File: config.mk
export PLATFORM = sky130hd
export DESIGN_NAME = tkm_ram
export DESIGN_NICKNAME = d
export VERILOG_FILES = /design/src/rtl/tkm_ram.sv
export SDC_FILE = /design/constraint.sdc
export NUM_CORES = 1
export LEC_CHECK = 0
export ABC_AREA = 1
export BUFFER_PORTS_ARGS = -buffer_cell sky130_fd_sc_hd__buf_2
export CORE_MARGIN = 3
export CORE_UTILIZATION = 40
export CTS_CLUSTER_SIZE = 12
export DETAILED_ROUTE_END_ITERATION = 8
export HOLD_SLACK_MARGIN = 0.03
export SETUP_SLACK_MARGIN = 0.15
export SLEW_MARGIN = 15
export SYNTH_ARGS = -nofsm -noshare
export SYNTH_HDL_FRONTEND = slang
export SYNTH_SLANG_ARGS = --single-unit
File: constraint.sdc
create_clock -name clk -period 2.69 [get_ports clk]
set_input_delay 0.538 -clock clk [delete_from_list [all_inputs] [get_ports clk]]
set_output_delay 0.538 -clock clk [all_outputs]
set_load 0.005 [all_outputs]
File: src/rtl/tkm_ram.sv
// ============================================================================
// tkm_ram
// Simple dual-port synchronous RAM, one write and one registered read port.
// ============================================================================
`default_nettype none

module tkm_ram #(
    parameter int WIDTH = 32,
    parameter int DEPTH = 2,
    localparam int AW   = (DEPTH > 1) ? $clog2(DEPTH) : 1
) (
    input  logic             clk,
    input  logic             we,
    input  logic [AW-1:0]    waddr,
    input  logic [WIDTH-1:0] wdata,
    input  logic             re,
    input  logic [AW-1:0]    raddr,
    output logic [WIDTH-1:0] rdata
);

    logic [WIDTH-1:0] mem [DEPTH];

    always_ff @(posedge clk)
    begin
        if (we)
        begin
            mem[waddr] <= wdata;
        end
        if (re)
        begin
            rdata <= mem[raddr];
        end
    end

endmodule

`default_nettype wire

# Yosys cells after proc, flatten, opt, wreduce, memory -nomap -nowiden
# Memory sizes are Yosys's and may differ from the RTL's. A register that Yosys moved wholly into a read port is not among the register bits.
# Index checks and enable logic that the tools add are counted.
[op_classes] mux=2
[ops] operator="$mux 1" count=2
[totals] reg_bits=0 ramBits=64 inputBits=37 out_inout_bits=32 wordCells=3 mem_count=1
[memory_table] name="mem" words=2 word_bits=32 rd=1 rd_clocked_by_memory_dff=1 write_ports=1 line_no="21" text="logic [WIDTH-1:0] mem [DEPTH];"

# Depth between registers and ports, before layout
[depth] depth_word=2 mapped_depth=5 depth_no_buf=3

# Least setup slack after synthesis
# No wires, ideal clock.
[synth_path] path_type="input to register" from="input we" to="memory mem[0][0], enable pin" setup_time_ns=0.422 t_arrival_ns=1.927 required_ns=2.268 path_slack_ns=0.341 path_stages=2 path_buffers=0 path_cell_list="inv_1 > nor2_1"
[synth_via] elab_chain_len=2
[synth_lines] item="start, declared" line_no="13" text="input logic we,"
[synth_lines] item="$mux 1" line_no="25" text="if (we)"
[synth_lines] item="$mux 1 (not written as such)" line_no="27" text="mem[waddr] <= wdata;"
[synth_lines] item="end, declared" line_no="21"
# No other way between the ends.

# Worst setup path after layout
[layout_path] from="register rdata[19] (read register of mem)" to="output rdata[19]"
[layout_rtl] item="start, declared" line_no="18" text="output logic [WIDTH-1:0] rdata"
# No word-level cell between the ends.

==> qor.txt <==
Die area: 9614 µm²
Initial Util: 0.4254
Critical Path Fanout Max: 1
Postcts setup bufs: 0
Max-slew violations: 0
I/O Buffers: 68
Total of max-cap violations: 0
Fin crit period: 1421 ps
# IOs: 69
Tcrit/Tclk final: 0.5281
Clock skew: 7.527 ps
Mux cell area share after synthesis: 0
Antenna Nets Post-Route: 0
Setup Viol. Count Final: 0
Seq/Total Area, Yosys: 0.8505
Post-layout util: 0.4972
CTS Buf Count: 9
DRC errors left: 0
Dominant cells by area after synthesis: edfxtp_1, nand2_1, nand2_2
RSZ-0062 raised after global routing: false
Layout cells sized above 1: 0.3298
YS warnings: 0
Top-area cell type share of the netlist area: 0.8505
Hold Crit Class: input port to flip-flop
Leak: 0.001593 µW
TritonCTS clock tree: built
Placer Congestion: 0.6303
Worst vdd ir: 0.3526 mV
CP arrival: 880 ps
CP top delay family: flip-flops
Pre-Repair DR Iteration Count: 4
Area leader, netlist: edfxtp_1
Worst hold start: wdata[11]
Fill cells: 683
Post-synthesis xor/xnor area fraction: 0
N_diodes: 0
Total nets after synthesis: 241
Largest family of logic cells by synthesized area: simple AND/OR/NAND/NOR gates
Final TNS setup: 0 ps
CP required: 2150 ps
Hold buffer count at cts: 0
Die width: 98.05 µm
Setup CP Type: flip-flop to output port
Startpoint types: flip-flop
Root buf cell: clkbuf_8
Die height: 98.05 µm
Synth Instances: 204
Num rows: 32
Fin nets: 315
Max Buffers Root-to-Sink: 2
Via count: 1679
Initial antenna violation count: 0
Core ar.: 7968 µm²
Initial drt markers: 44
Area Growth Syn to Fin: 16.87%
Critical path's largest stage delay: 400 ps
RR Startpoint: mem[0][8]
CP max stage cell: edfxtp_1
PD cells: 706.9 nW/µm²
Hold Path Sink: mem[1][11]
Worst-path cell chain: buf_2
R2R setup slack: 1930 ps
All-layer global routing usage: 0.1128
Grt total ovfl: 0
#FFs+latches synth: 96
Vias per inst: 4.372
Synth Area in Simple Gates: 0.1159
Total detailed-routing wirelength: 5124 µm
Final HPWL DP: 3069 µm
Cell variety after synth: 9
Vias in the first global route: 1646
Worst-case reg-to-reg path depth: 2
CTS H-tree depth: 3
Crit path from: rdata[19]
Fmax achieved: 703.9 MHz
Synth Area in Compound Gates: 0
Worst slew pin tran: 752.5 ps
CTS sink cnt: 96
Rel. slew slack: 0.4983
Cts repair resizes: 0
Setup crit end kind: output port
Post-Syn Area per Cell: 16.62 µm²
Clk_lat worst skew: 340 ps
Crit path buffers/inverters: 1
Hold Vio Cnt, Final: 0
CTS clk-pin slew, worst paths: 80 ps
RR Endpoint: rdata[8]
Status: complete, no violations
Hold depth: 1
Post-Syn Area: 3390 µm²
Drt wl/cell: 13.34 µm
Adder-Cell Fraction of Synth Area: 0
First-pass GRT wire length: 8017 µm
Largest net degree at the start of global routing: 34
stage by stage:
step / power [µW] / hold WS [ps] / setup slack [ps] / cells / area, µm²
after floorplan: 1905 / 487.4 / 341.1 / 204 / 3390
after global placement: 1987 / 489.0 / 936.9 / 369 / 3785
after detailed placement: 1993 / 495.8 / 897.1 / 369 / 3785
after CTS: 2837 / 359.8 / 1238 / 384 / 3961
after global routing: 2923 / 354.5 / 1206 / 384 / 3961
final: 2800 / 379.8 / 1269 / 384 / 3961
layer usage:
layer,track usage,vias up,part of all wire
met5,0,-,0
met4,0.06709,0,0.012
met3,0.03071,5,0.053
met2,0.1827,44,0.51
met1,0.1352,781,0.42
li1,-,849,-
layout by cell type, fill, tap and decap left out:
| cell type | Yosys | final |
|---|---|---|
| clkbuf_1 | 0 | 1 |
| bufinv_16 | 0 | 1 |
| nand2_2 | 10 | 10 |
| clkinvlp_4 | 0 | 1 |
| buf_4 | 0 | 2 |
| edfxtp_1 | 96 | 96 |
| inv_8 | 1 | 1 |
| nor2_4 | 0 | 1 |
| buf_2 | 0 | 68 |
| clkinv_1 | 0 | 3 |
| clkbuf_8 | 3 | 9 |
| inv_1 | 2 | 2 |
| nand2_1 | 87 | 87 |
worst max-delay path by stage:
| stage | to | slack (ps) | cells past startpoint |
|---|---|---|---|
| after floorplan | mem[0][0] | 340 | 2 |
| after global placement | rdata[16] | 940 | 4 |
| after detailed placement | rdata[18] | 900 | 4 |
| after CTS | rdata[28] | 1240 | 1 |
| after global routing | rdata[18] | 1210 | 4 |
| final | rdata[19] | 1270 | 1 |
area by class of cell:
class	instances	area, µm²	area share
clock buffers	10	127.6	0.03222
flip-flops and latches	96	2883	0.7277
inverters	3	18.77	0.004738
repair buffers	70	355.3	0.08970
clock inverters	5	48.80	0.01232
well taps	102	127.6	0.03222
multi-input cells	98	400.4	0.1011
where the power goes:
part,total (µW),internal [µW],switching (µW)
sequential,1790,1760,25.4
clock,848,416,432
combinational,162,63.6,98.7
kinds of logic (layout without fill, tap and decap cells):
logic type / Yosys count / count (layout)
and+or+nand+nor: 98 / 98
DFF: 96 / 96
buffers and inverters: 10 / 88
Yosys cell counts:
library cell / instances
nand2_2: 10
buf_12: 1
nand2_1: 87
inv_1: 2
clkbuf_8: 3
inv_8: 1
nor2_1: 1
buf_6: 3
edfxtp_1: 96
registers in the layout, indices dropped and copies added, names as in the netlist:
name / cells
mem: 64
rdata: 32
Power figures use the tool's default switching activity.
